[src/rtl/core/dht_pkg.sv]
// Shared types and codes for the double-hashing table.
// Used by dht_probe and double_hash_table; depends on nothing.
`default_nettype none

package dht_pkg;

    // Width of the key port as seen at the top level
    localparam int KEY_PORT_W = 16;
    // Width of the reported slot number
    localparam int SLOT_PORT_W = 4;

    typedef enum logic [1:0] {
        OP_INSERT = 2'd0,
        OP_SEARCH = 2'd1,
        OP_DELETE = 2'd2,
        OP_NONE   = 2'd3
    } t_op;

    typedef enum logic [2:0] {
        ST_INSERTED    = 3'd0,
        ST_FULL        = 3'd1,
        ST_FOUND       = 3'd2,
        ST_NOT_FOUND   = 3'd3,
        ST_DELETED     = 3'd4,
        ST_DEL_MISSING = 3'd5
    } t_status;

    // Sequencer to probe engine
    typedef struct packed {
        logic start;
        t_op  op;
    } t_probe_ctl;

    // Probe engine to sequencer
    typedef struct packed {
        logic init_done;
        logic done;
        logic hit;
    } t_probe_sts;

endpackage

`default_nettype wire

[src/rtl/core/dht_hash.sv]
// Remainder unit: home slot (key mod TABLE_SIZE) and probe stride
// ((SECOND_MOD - key mod SECOND_MOD) mod TABLE_SIZE) by reciprocal multiplication.
// Pipeline of quotient, remainder, stride quotient and stride registers. No package use.
`default_nettype none

module dht_hash #(
    parameter int TABLE_SIZE = 16,
    parameter int SECOND_MOD = 7,
    parameter int KW         = 16
) (
    input  wire logic                          i_clk,
    input  wire logic                          i_rst_n,
    input  wire logic                          i_start,
    input  wire logic [KW-1:0]                 i_key,
    output logic                               o_done,
    output logic [$clog2(TABLE_SIZE)-1:0]      o_pos,
    output logic [$clog2(TABLE_SIZE)-1:0]      o_stride
);

    localparam int TW = $clog2(TABLE_SIZE);
    localparam int SW = $clog2(SECOND_MOD);
    localparam int DW = $clog2(SECOND_MOD + 1);

    // Shift amounts: dividend bits plus ceil(log2(divisor)) keeps the quotient exact
    localparam int SH_T = KW + TW;
    localparam int SH_S = KW + SW;
    localparam int SH_D = DW + TW;

    localparam int MW_K = KW + 2;
    localparam int MW_D = DW + 2;
    localparam int PW_T = SH_T + KW + 2;
    localparam int PW_S = SH_S + KW + 2;
    localparam int PW_D = SH_D + DW + 2;

    // Rounded-up reciprocals
    localparam logic [MW_K-1:0] M_T =
        MW_K'(((64'd1 << SH_T) + 64'(TABLE_SIZE) - 64'd1) / 64'(TABLE_SIZE));
    localparam logic [MW_K-1:0] M_S =
        MW_K'(((64'd1 << SH_S) + 64'(SECOND_MOD) - 64'd1) / 64'(SECOND_MOD));
    localparam logic [MW_D-1:0] M_D =
        MW_D'(((64'd1 << SH_D) + 64'(TABLE_SIZE) - 64'd1) / 64'(TABLE_SIZE));

    // Divisors at operand width; a divisor above the operand range meets a zero quotient
    localparam logic [KW-1:0] T_K = KW'(TABLE_SIZE);
    localparam logic [KW-1:0] S_K = KW'(SECOND_MOD);
    localparam logic [DW-1:0] S_D = DW'(SECOND_MOD);
    localparam logic [DW-1:0] T_D = DW'(TABLE_SIZE);

    logic [2:0]       r_v;
    logic             r_done;
    logic [KW-1:0]    r_key;
    logic [KW-1:0]    r_qt;
    logic [KW-1:0]    r_qs;
    logic [DW-1:0]    r_dterm;
    logic [DW-1:0]    r_qd;
    logic [TW-1:0]    r_pos;
    logic [TW-1:0]    r_stride;

    logic [PW_T-1:0]  prod_t;
    logic [PW_S-1:0]  prod_s;
    logic [PW_D-1:0]  prod_d;
    logic [KW-1:0]    rem_t;
    logic [KW-1:0]    rem_s;

    // Quotient products and remainders
    always_comb begin
        prod_t = PW_T'(i_key) * PW_T'(M_T);
        prod_s = PW_S'(i_key) * PW_S'(M_S);
        prod_d = PW_D'(r_dterm) * PW_D'(M_D);
        rem_t  = r_key - r_qt * T_K;
        rem_s  = r_key - r_qs * S_K;
    end

    // Pipeline: quotients, home slot and stride term, stride quotient, stride
    always_ff @(posedge i_clk) begin
        if (!i_rst_n) begin
            r_v    <= '0;
            r_done <= 1'b0;
        end else begin
            r_v    <= {r_v[1:0], i_start};
            r_done <= r_v[2];
            if (i_start) begin
                r_key <= i_key;
                r_qt  <= prod_t[SH_T +: KW];
                r_qs  <= prod_s[SH_S +: KW];
            end
            if (r_v[0]) begin
                r_pos   <= TW'(rem_t);
                r_dterm <= S_D - DW'(rem_s);
            end
            if (r_v[1]) begin
                r_qd <= prod_d[SH_D +: DW];
            end
            if (r_v[2]) begin
                r_stride <= TW'(r_dterm - r_qd * T_D);
            end
        end
    end

    assign o_done   = r_done;
    assign o_pos    = r_pos;
    assign o_stride = r_stride;

endmodule

`default_nettype wire

[src/rtl/core/dht_probe.sv]
// Probe engine: slot memory, clearing pass after reset, and the probe walk.
// Depends on dht_pkg for the op codes and the control/status structs.
`default_nettype none

module dht_probe #(
    parameter int TABLE_SIZE = 16,
    parameter int KW         = 16
) (
    input  wire logic                          i_clk,
    input  wire logic                          i_rst_n,
    input  wire dht_pkg::t_probe_ctl           i_ctl,
    input  wire logic [KW-1:0]                 i_key,
    input  wire logic [$clog2(TABLE_SIZE)-1:0] i_pos,
    input  wire logic [$clog2(TABLE_SIZE)-1:0] i_stride,
    output dht_pkg::t_probe_sts                o_sts,
    output logic [$clog2(TABLE_SIZE)-1:0]      o_slot
);

    localparam int TW = $clog2(TABLE_SIZE);
    localparam int IW = $clog2(TABLE_SIZE + 1);

    localparam logic [TW:0]   T_C    = (TW + 1)'(TABLE_SIZE);
    localparam logic [IW-1:0] T_CNT  = IW'(TABLE_SIZE);
    localparam logic [TW-1:0] T_LAST = TW'(TABLE_SIZE - 1);

    typedef enum logic [1:0] {
        P_CLEAR,
        P_IDLE,
        P_WALK
    } t_pstate;

    // Entry layout: valid bit on top of the key
    logic [KW:0]      r_mem [TABLE_SIZE];
    logic [KW:0]      r_rdata;

    t_pstate          r_state;
    dht_pkg::t_op     r_op;
    logic [KW-1:0]    r_key;
    logic [TW-1:0]    r_stride;
    logic [TW-1:0]    r_pos;
    logic [TW-1:0]    r_cmp_pos;
    logic             r_cmp_v;
    logic [IW-1:0]    r_issued;
    logic             r_done;
    logic             r_hit;
    logic [TW-1:0]    r_slot;

    logic [TW:0]      pos_sum;
    logic [TW-1:0]    n_pos;
    logic             eval_hit;
    logic             mem_we;
    logic [TW-1:0]    mem_addr;
    logic [KW:0]      mem_wdata;

    // Next slot on the path: both terms are below TABLE_SIZE
    always_comb begin
        pos_sum = {1'b0, r_pos} + {1'b0, r_stride};
        n_pos   = (pos_sum >= T_C) ? TW'(pos_sum - T_C) : pos_sum[TW-1:0];
    end

    // Check the entry read in the previous cycle
    always_comb begin
        eval_hit = 1'b0;
        if (r_state == P_WALK && r_cmp_v) begin
            if (r_op == dht_pkg::OP_INSERT) begin
                eval_hit = !r_rdata[KW];
            end else begin
                eval_hit = r_rdata[KW] && (r_rdata[KW-1:0] == r_key);
            end
        end
    end

    // Memory port: clearing writes, probe reads, final update
    always_comb begin
        mem_we    = 1'b0;
        mem_addr  = r_pos;
        mem_wdata = '0;
        unique case (r_state)
            P_CLEAR: begin
                mem_we = 1'b1;
            end
            P_WALK: begin
                if (eval_hit && r_op != dht_pkg::OP_SEARCH) begin
                    mem_we    = 1'b1;
                    mem_addr  = r_cmp_pos;
                    mem_wdata = {(r_op == dht_pkg::OP_INSERT), r_key};
                end
            end
            default: mem_we = 1'b0;
        endcase
    end

    always_ff @(posedge i_clk) begin
        if (mem_we) begin
            r_mem[mem_addr] <= mem_wdata;
        end
        r_rdata <= r_mem[mem_addr];
    end

    // Clearing pass, probe walk and result registers
    always_ff @(posedge i_clk) begin
        if (!i_rst_n) begin
            r_state <= P_CLEAR;
            r_pos   <= '0;
            r_cmp_v <= 1'b0;
            r_done  <= 1'b0;
        end else begin
            r_done <= 1'b0;
            unique case (r_state)
                P_CLEAR: begin
                    r_pos <= r_pos + 1'b1;
                    if (r_pos == T_LAST) begin
                        r_state <= P_IDLE;
                    end
                end
                P_IDLE: begin
                    if (i_ctl.start) begin
                        r_op     <= i_ctl.op;
                        r_key    <= i_key;
                        r_stride <= i_stride;
                        r_pos    <= i_pos;
                        r_issued <= '0;
                        r_cmp_v  <= 1'b0;
                        r_state  <= P_WALK;
                    end
                end
                P_WALK: begin
                    if (eval_hit) begin
                        r_done  <= 1'b1;
                        r_hit   <= 1'b1;
                        r_slot  <= r_cmp_pos;
                        r_cmp_v <= 1'b0;
                        r_state <= P_IDLE;
                    end else if (!r_cmp_v && r_issued == T_CNT) begin
                        // whole path seen, nothing matched
                        r_done  <= 1'b1;
                        r_hit   <= 1'b0;
                        r_slot  <= '0;
                        r_state <= P_IDLE;
                    end else if (r_issued != T_CNT) begin
                        r_cmp_pos <= r_pos;
                        r_cmp_v   <= 1'b1;
                        r_pos     <= n_pos;
                        r_issued  <= r_issued + 1'b1;
                    end else begin
                        r_cmp_v <= 1'b0;
                    end
                end
                default: r_state <= P_IDLE;
            endcase
        end
    end

    assign o_sts.init_done = (r_state != P_CLEAR);
    assign o_sts.done      = r_done;
    assign o_sts.hit       = r_hit;
    assign o_slot          = r_slot;

endmodule

`default_nettype wire

[src/rtl/core/double_hash_table.sv]
// Top level of the double-hashing table: command sequencer and result register.
// Instantiates dht_hash and dht_probe; depends on dht_pkg.
//
//  channel   | signals                     | handshake
//  ----------+-----------------------------+----------------------------------
//  command   | i_op, i_key                 | taken when start high, busy low
//  result    | o_status, o_slot            | o_valid high for one cycle
//
// An op of 3 is answered in the cycle after it is taken, without a table access. Other
// ops pass from accept to result through the hash start register, four remainder stages,
// the probe start register, one slot read per cycle and the compare, miss and result
// registers. Busy drops together with the result, so the next item can be taken while
// the result is shown. After reset busy stays high while the memory is cleared.
// Results cannot be stalled; each is shown for exactly one cycle.
`default_nettype none

module double_hash_table #(
    parameter int TABLE_SIZE = 16,
    parameter int SECOND_MOD = 7,
    parameter int KEY_WIDTH  = 16
) (
    input  wire logic                          i_clk,
    input  wire logic                          i_rst_n,
    input  wire logic                          start,
    output logic                               busy,
    input  wire logic [1:0]                    i_op,
    input  wire logic [dht_pkg::KEY_PORT_W-1:0] i_key,
    output logic                               o_valid,
    output logic [2:0]                         o_status,
    output logic [dht_pkg::SLOT_PORT_W-1:0]    o_slot
);

    localparam int KW = (KEY_WIDTH < dht_pkg::KEY_PORT_W) ? KEY_WIDTH : dht_pkg::KEY_PORT_W;
    localparam int TW = $clog2(TABLE_SIZE);

    typedef enum logic [1:0] {
        S_INIT,
        S_IDLE,
        S_HASH,
        S_PROBE
    } t_state;

    t_state                          r_state;
    dht_pkg::t_op                    r_op;
    logic [KW-1:0]                   r_key;
    logic                            r_hstart;
    logic                            r_pstart;
    logic                            r_valid;
    dht_pkg::t_status                r_status;
    logic [dht_pkg::SLOT_PORT_W-1:0] r_slot;

    logic                            h_done;
    logic [TW-1:0]                   h_pos;
    logic [TW-1:0]                   h_stride;
    dht_pkg::t_probe_ctl             p_ctl;
    dht_pkg::t_probe_sts             p_sts;
    logic [TW-1:0]                   p_slot;
    logic                            accept;

    assign busy   = (r_state != S_IDLE);
    assign accept = start && !busy;

    dht_hash #(
        .TABLE_SIZE (TABLE_SIZE),
        .SECOND_MOD (SECOND_MOD),
        .KW         (KW)
    ) u_hash (
        .i_clk    (i_clk),
        .i_rst_n  (i_rst_n),
        .i_start  (r_hstart),
        .i_key    (r_key),
        .o_done   (h_done),
        .o_pos    (h_pos),
        .o_stride (h_stride)
    );

    assign p_ctl.start = r_pstart;
    assign p_ctl.op    = r_op;

    dht_probe #(
        .TABLE_SIZE (TABLE_SIZE),
        .KW         (KW)
    ) u_probe (
        .i_clk    (i_clk),
        .i_rst_n  (i_rst_n),
        .i_ctl    (p_ctl),
        .i_key    (r_key),
        .i_pos    (h_pos),
        .i_stride (h_stride),
        .o_sts    (p_sts),
        .o_slot   (p_slot)
    );

    // Command sequencer with registered result
    always_ff @(posedge i_clk) begin
        if (!i_rst_n) begin
            r_state  <= S_INIT;
            r_hstart <= 1'b0;
            r_pstart <= 1'b0;
            r_valid  <= 1'b0;
        end else begin
            r_hstart <= 1'b0;
            r_pstart <= 1'b0;
            r_valid  <= 1'b0;
            unique case (r_state)
                S_INIT: begin
                    if (p_sts.init_done) begin
                        r_state <= S_IDLE;
                    end
                end
                S_IDLE: begin
                    if (accept) begin
                        r_op  <= dht_pkg::t_op'(i_op);
                        r_key <= i_key[KW-1:0];
                        if (dht_pkg::t_op'(i_op) == dht_pkg::OP_NONE) begin
                            // unknown op: no table access
                            r_valid  <= 1'b1;
                            r_status <= dht_pkg::ST_NOT_FOUND;
                            r_slot   <= '0;
                        end else begin
                            r_hstart <= 1'b1;
                            r_state  <= S_HASH;
                        end
                    end
                end
                S_HASH: begin
                    if (h_done) begin
                        r_pstart <= 1'b1;
                        r_state  <= S_PROBE;
                    end
                end
                S_PROBE: begin
                    if (p_sts.done) begin
                        r_valid <= 1'b1;
                        r_slot  <= p_sts.hit ? dht_pkg::SLOT_PORT_W'(p_slot) : '0;
                        unique case (r_op)
                            dht_pkg::OP_INSERT:
                                r_status <= p_sts.hit ? dht_pkg::ST_INSERTED
                                                      : dht_pkg::ST_FULL;
                            dht_pkg::OP_SEARCH:
                                r_status <= p_sts.hit ? dht_pkg::ST_FOUND
                                                      : dht_pkg::ST_NOT_FOUND;
                            default:
                                r_status <= p_sts.hit ? dht_pkg::ST_DELETED
                                                      : dht_pkg::ST_DEL_MISSING;
                        endcase
                        r_state <= S_IDLE;
                    end
                end
                default: r_state <= S_IDLE;
            endcase
        end
    end

    assign o_valid  = r_valid;
    assign o_status = r_status;
    assign o_slot   = r_slot;

endmodule

`default_nettype wire

[config.mk]
export PLATFORM = sky130hd
export DESIGN_NAME = double_hash_table
export DESIGN_NICKNAME = d
export VERILOG_FILES = /design/src/rtl/core/dht_pkg.sv /design/src/rtl/core/dht_hash.sv /design/src/rtl/core/dht_probe.sv /design/src/rtl/core/double_hash_table.sv
export SDC_FILE = /design/constraint.sdc
export NUM_CORES = 1
export LEC_CHECK = 0
export ABC_AREA = 1
export BUFFER_PORTS_ARGS = -buffer_cell sky130_fd_sc_hd__clkbuf_2
export CAP_MARGIN = 5
export CORE_UTILIZATION = 60
export CTS_BUF_LIST = sky130_fd_sc_hd__clkbuf_8
export DETAILED_ROUTE_END_ITERATION = 8
export HOLD_SLACK_MARGIN = 0.1
export PLACE_DENSITY_LB_ADDON = 0.3
export SETUP_SLACK_MARGIN = 0.02
export SYNTH_ARGS = -nofsm -noshare
export SYNTH_HDL_FRONTEND = slang
export SYNTH_SLANG_ARGS = --single-unit
[constraint.sdc]
create_clock -name i_clk -period 5.4 [get_ports i_clk]
set_clock_uncertainty 0.15 [all_clocks]
set_input_delay 0.54 -clock i_clk [delete_from_list [all_inputs] [get_ports i_clk]]
set_output_delay 0.54 -clock i_clk [all_outputs]
set_load 0.01 [all_outputs]
* Word-level counts from Yosys, hierarchy flattened *
Memories as Yosys holds them, arrays and structs flattened. A register that Yosys moved wholly into a read port is not among the register bits.
Index checks and enable logic that the tools add are counted.

cells by class
  add/sub/neg operators = 7
  multipliers = 2
  divide/modulo/power cells = 0
  order comparisons = 1
  eq/ne operators = 26
  shift-type cells = 0
  multiplexer cells = 61
  bitwise logic cells = 2
  reduce and logical (&&, ||, !) cells = 32

operators by type and width
  operator                                             count
  2-to-1 mux 4 bit                                     13
  2-to-1 mux 17 bit                                    2
  multiplier 16 x 17 -> 33 bit, second input constant  1
  2-to-1 mux 1 bit                                     20
  2-to-1 mux 5 bit                                     4
  AND reduction 5 bit                                  4
  2-to-1 mux 2 bit                                     9
  == test 16 bit                                       1
  != test 2 bit, second input constant                 8
  AND reduction 3 bit                                  5
  multiplier 14 x 3 -> 3 bit, second input constant    1
  case mux 3 bit (2 select lines)                      2
  case mux 4 bit (3 select lines)                      1
  != test 2 x 1 -> 1 bit, second input constant        5
  case mux 5 bit (2 select lines)                      1
  AND reduction 2 bit                                  5
  2-to-1 mux 3 bit                                     3
  == test 2 bit, second input constant                 4
  zero test 2 bit                                      4
  case mux 2 bit (4 select lines)                      1
  case mux 4 bit (2 select lines)                      1
  nonzero test 2 bit                                   4
  subtractor 4 x 1 -> 4 bit, second input constant     2
  == test 2 x 1 -> 1 bit, second input constant        3
  17 further kinds                                     27

storage, ports and cells
  bits in registers = 105
  bits in latches = 0
  memory bits (writable) = 272
  memory bits (read-only) = 0
  input bits = 21
  logic and storage cells = 158
  memories = 1

memory list
  name           words  bits a word  read ports  clocked after memory_dff  wr ports  line             RTL
  u_probe.r_mem  16     17           1           1                         1         dht_probe.sv:33  logic [KW:0] r_mem [TABLE_SIZE];

* Depth between registers and ports, before layout *
  word-level depth = 9
  mapped depth = 23
  gate-level depth less buffers = 23

* Cells and area by module *
From an unflattened synthesis, not the netlist that was laid out.

second synthesis, totals
  cells, all modules = 1,902
  area, all modules = 19,133.4 µm²

modules (own cells, without submodules)
  module             times used  cells each  area an instance (µm²)  sequential area each (µm²)
  dht_probe          1           1,417       14,488.9                9,749.4
  dht_hash           1           398         3,524.6                 590.6
  double_hash_table  1           87          1,119.8                 850.8

* Least setup slack after synthesis *
OpenSTA, ideal clock, no wires.

  kind = reg-to-reg
  from = reg r_key[13]
  to = reg u_hash.r_qs[2] (data pin)
  arrival = 4,166 ps
  required time = 4,989 ps
  setup slack = 823 ps
  cell stages (with the launch flop) = 19
  clock period less this slack = 4,577 ps
  cell sequence = edfxtp_1 ha_1 ha_1 inv_1 fa_1 inv_1 fa_1 inv_1 fa_1 inv_1 fa_1 ha_1 a21oi_1 o21ai_0 a31oi_1 o21bai_1 nand3_1 nand2_1 xor2_1

on the way
  cells in the longest elaborated chain, start to end = 1

ends and longest elaborated chain
  what                          line                      RTL
  start: declaration            double_hash_table.sv:45   logic [KW-1:0] r_key;
  start signal: assignment      double_hash_table.sv:114  r_key <= i_key[KW-1:0];
  multiplier 16 x 17 -> 33 bit  dht_hash.sv:68            prod_s = PW_S'(i_key) * PW_S'(M_S);
  net u_hash.prod_s[21]         dht_hash.sv:60            logic [PW_S-1:0] prod_s;
  end signal: assignment        dht_hash.sv:85            r_qs <= prod_s[SH_S +: KW];
  end: declaration              dht_hash.sv:53            logic [KW-1:0] r_qs;

The timed path passes the listed nets, and every way through them passes these cells.
A chain may end at the register's enable or synchronous reset.

* Final worst setup path *
Ends and elaborated chain as after synthesis.

==> flow_metrics.tcl <==
set metrics [dict create \
    die_w_um 178 \
    gp_congestion 0.822 \
    wl_per_cell_um 17.6 \
    rsz0062_at_grt "false" \
    synth-edff-count 349 \
    synth_area_mm2 0.0186 \
    drt-total-wl_um 40600 \
    whs_path_depth 3 \
    critPathCaptureType "flop" \
    hold_ws_ps 186 \
    clkSlewWorstSetupHoldPaths_ps 60 \
    drt-initial-drc-count 1116 \
    cts_buffers 59 \
    timing.hold.worst.class "in2reg" \
    cts_resized 0 \
    antenna_found_initial 0 \
    cp.arrival_ps 5050 \
    drt_pass1_iterations 7 \
    synthArstFlopShare_pct 0 \
    worstRegToRegCells 18 \
    area_growth_pct 10.1 \
    status "completed" \
    power_density_mw_per_mm2 457 \
    fin_setup_tns_ps 0 \
    leakage_nw 9.03 \
    synthCells 1794 \
    synth_nets 1951 \
    cts-root-buf "clkbuf_8" \
    cts_max_path_buffers 3 \
    max_cap_viol_count 0 \
    fp-row-count 64 \
    hold_violations 0 \
    overflow 0 \
    vias 12400 \
    synth_warnings 0 \
    synth_seq_area_share_pct 60.0 \
    drive_gt1_share_pct 9.10 \
    post-cts-setup-buffers 0 \
    min_period_ps 4860 \
    crit_path_start_kind "flop" \
    clock_sinks 383 \
    cp_data_required_time_ps 5590 \
    dp_hpwl_um 24900 \
    portBuffers 29 \
    h-tree-depth 2 \
    syn_avg_cell_area_um2 10.4 \
    ant_nets 0 \
    ir_worst_vdd_mv 0.321 \
    cts_tree "yes" \
    setup_viol 0 \
    drc 0 \
    synth_seq_cells 383 \
    fin_nets 2025 \
    synthFlopType "edfxtp_1" \
    initial_utilization_pct 60.9 \
    track_usage_pct 26.6 \
    slew_headroom_pct 21.9 \
    worstSetupPathType "reg2reg" \
    die_height_um 178 \
    fin_crit_sh_pct 90.0 \
    ctsHoldBuffers 19 \
    n_antenna_cell 0 \
    grt_max_degree 106 \
    fp.coreArea_mm2 0.0305 \
    timing.fmax_mhz 206 \
    fin_util_pct 67.1 \
    grt_pass1_wl_um 63600 \
    maxSlewViolCount 0 \
    clk_latency_ps 630 \
    synth_area_leaders "edfxtp_1, nand2_1, ha_1" \
    ys_types 39 \
    grt_pass1_vias 12200 \
    die_area_mm2 0.0317 \
    path_max_fanout 4 \
    yosysTopAreaCell "edfxtp_1" \
    max_slew.worst_pin.slew_ps 1170 \
    avgViaCountPerCell 5.36 \
    synth.top_cell.area_share_pct 56.4 \
    pin_count 30 \
    fill_cells 2253 \
]
synthesized netlist by cell type (12+ instances only):
master / number
nor2_1: 76
clkbuf_1: 20
a21oi_1: 17
xnor2_1: 17
dfxtp_1: 34
fa_1: 42
inv_1: 209
nand3_1: 147
ha_1: 94
buf_2: 30
buf_4: 13
o21ai_0: 12
nand2_1: 674
edfxtp_1: 349
per-stage QoR:
stage | cell area, um^2 | std cells | setup WS [ps] | total power [mW]
6_report | 20500 | 2309 | 540 | 9.36
5_1_grt | 20500 | 2309 | 276 | 10.0
4_1_cts | 20500 | 2309 | 539 | 9.40
3_5_place_dp | 19200 | 2184 | 547 | 7.21
3_3_place_gp | 19200 | 2184 | 599 | 7.07
2_1_floorplan | 18600 | 1794 | 823 | 6.37
worst max-delay path: stages (launching register included):
cell	delay, ps
edfxtp_1	450
ha_1	330
ha_1	270
inv_1	50
fa_1	500
inv_1	60
fa_1	520
inv_1	50
fa_1	520
inv_1	50
fa_1	450
ha_1	320
a21oi_1	130
o21ai_0	100
a31oi_1	230
o21bai_1	140
nand3_1	90
nand2_1	60
xor2_1	140
routing by layer:
layer  track usage, %  wire length (um)  vias to the layer above  part of all wire (%)
met5                0                 0                        -                     0
met4             9.83              1210                        0                   3.0
met3             4.52              3020                       88                   7.4
met2             43.7             19300                      448                    48
met1             35.7             17000                     5882                    42
li1                 -                 -                     5966                     -
path summary, 6_finish.rpt:
check	from	to	slack, ps
worst min-delay path	i_rst_n	u_hash.r_v[2]$_SDFF_PN0_	190
worst max register to register	r_key[13]$_DFFE_PP_	u_hash.r_qs[2]$_DFFE_PP_	540
worst max-delay path	r_key[13]$_DFFE_PP_	u_hash.r_qs[2]$_DFFE_PP_	540
worst min register to register	u_hash.r_dterm[1]$_DFFE_PP_	u_hash.o_stride[1]$_DFFE_PP_	270
logic make-up (layout without fill, tap and decap cells):
logic type | count (synthesis) | count (layout) | share of synthesized area [%]
and+or+nand+nor | 921 | 921 | 20.1
AOI/OAI and AO/OA | 44 | 44 | 1.50
buffers and inverters | 287 | 406 | 6.39
DFF | 383 | 383 | 60.0
adders and majority gates | 136 | 136 | 10.9
xor gates and xnor gates | 23 | 23 | 1.08
cells in the final DEF (no fill, tap or decap), types with 3 or more instances in the layout:
cell / n
dfxtp_1: 34
clkbuf_2: 29
buf_12: 3
inv_2: 6
clkinv_2: 4
buf_4: 29
fa_1: 42
a21oi_1: 17
a31oi_1: 4
inv_1: 243
clkbuf_8: 64
xor2_1: 6
nor3_1: 3
o21ai_4: 3
nor2_2: 17
nand2_1: 673
ha_1: 94
nand2_2: 3
edfxtp_1: 349
or2_2: 3
nand4_1: 4
xnor2_1: 17
dlygate4sd3_1: 19
nor2_1: 59
nand2_4: 3
o21ai_0: 12
nand3_1: 147
clkinv_1: 5
where the power goes:
group	total, mW	internal, mW	switching (mW)	leakage (nW)
Sequential	3.81	3.66	0.148	3.27
Clock	2.17	1.08	1.09	0.665
Combinational	3.38	1.18	2.20	5.09
Total	9.36	5.93	3.43	9.03
cell type report:
type | count | area [um^2] | share of cell area (%)
clock buffer | 64 | 881 | 4.30
clock inverter | 42 | 176 | 0.862
inverter | 220 | 835 | 4.08
multi-input combinational | 1124 | 6310 | 30.8
sequential | 383 | 11200 | 54.5
tap | 396 | 495 | 2.42
timing repair buffer | 80 | 613 | 2.99
flip-flops by register name (all words and copies together) (netlist names), 5 cells and up:
| register | count |
|---|---|
| r_key | 16 |
| u_probe.r_key | 16 |
| u_probe.r_rdata | 17 |
| u_probe.r_mem | 272 |
| u_probe.r_issued | 5 |
Power figures use the tool's default switching activity.
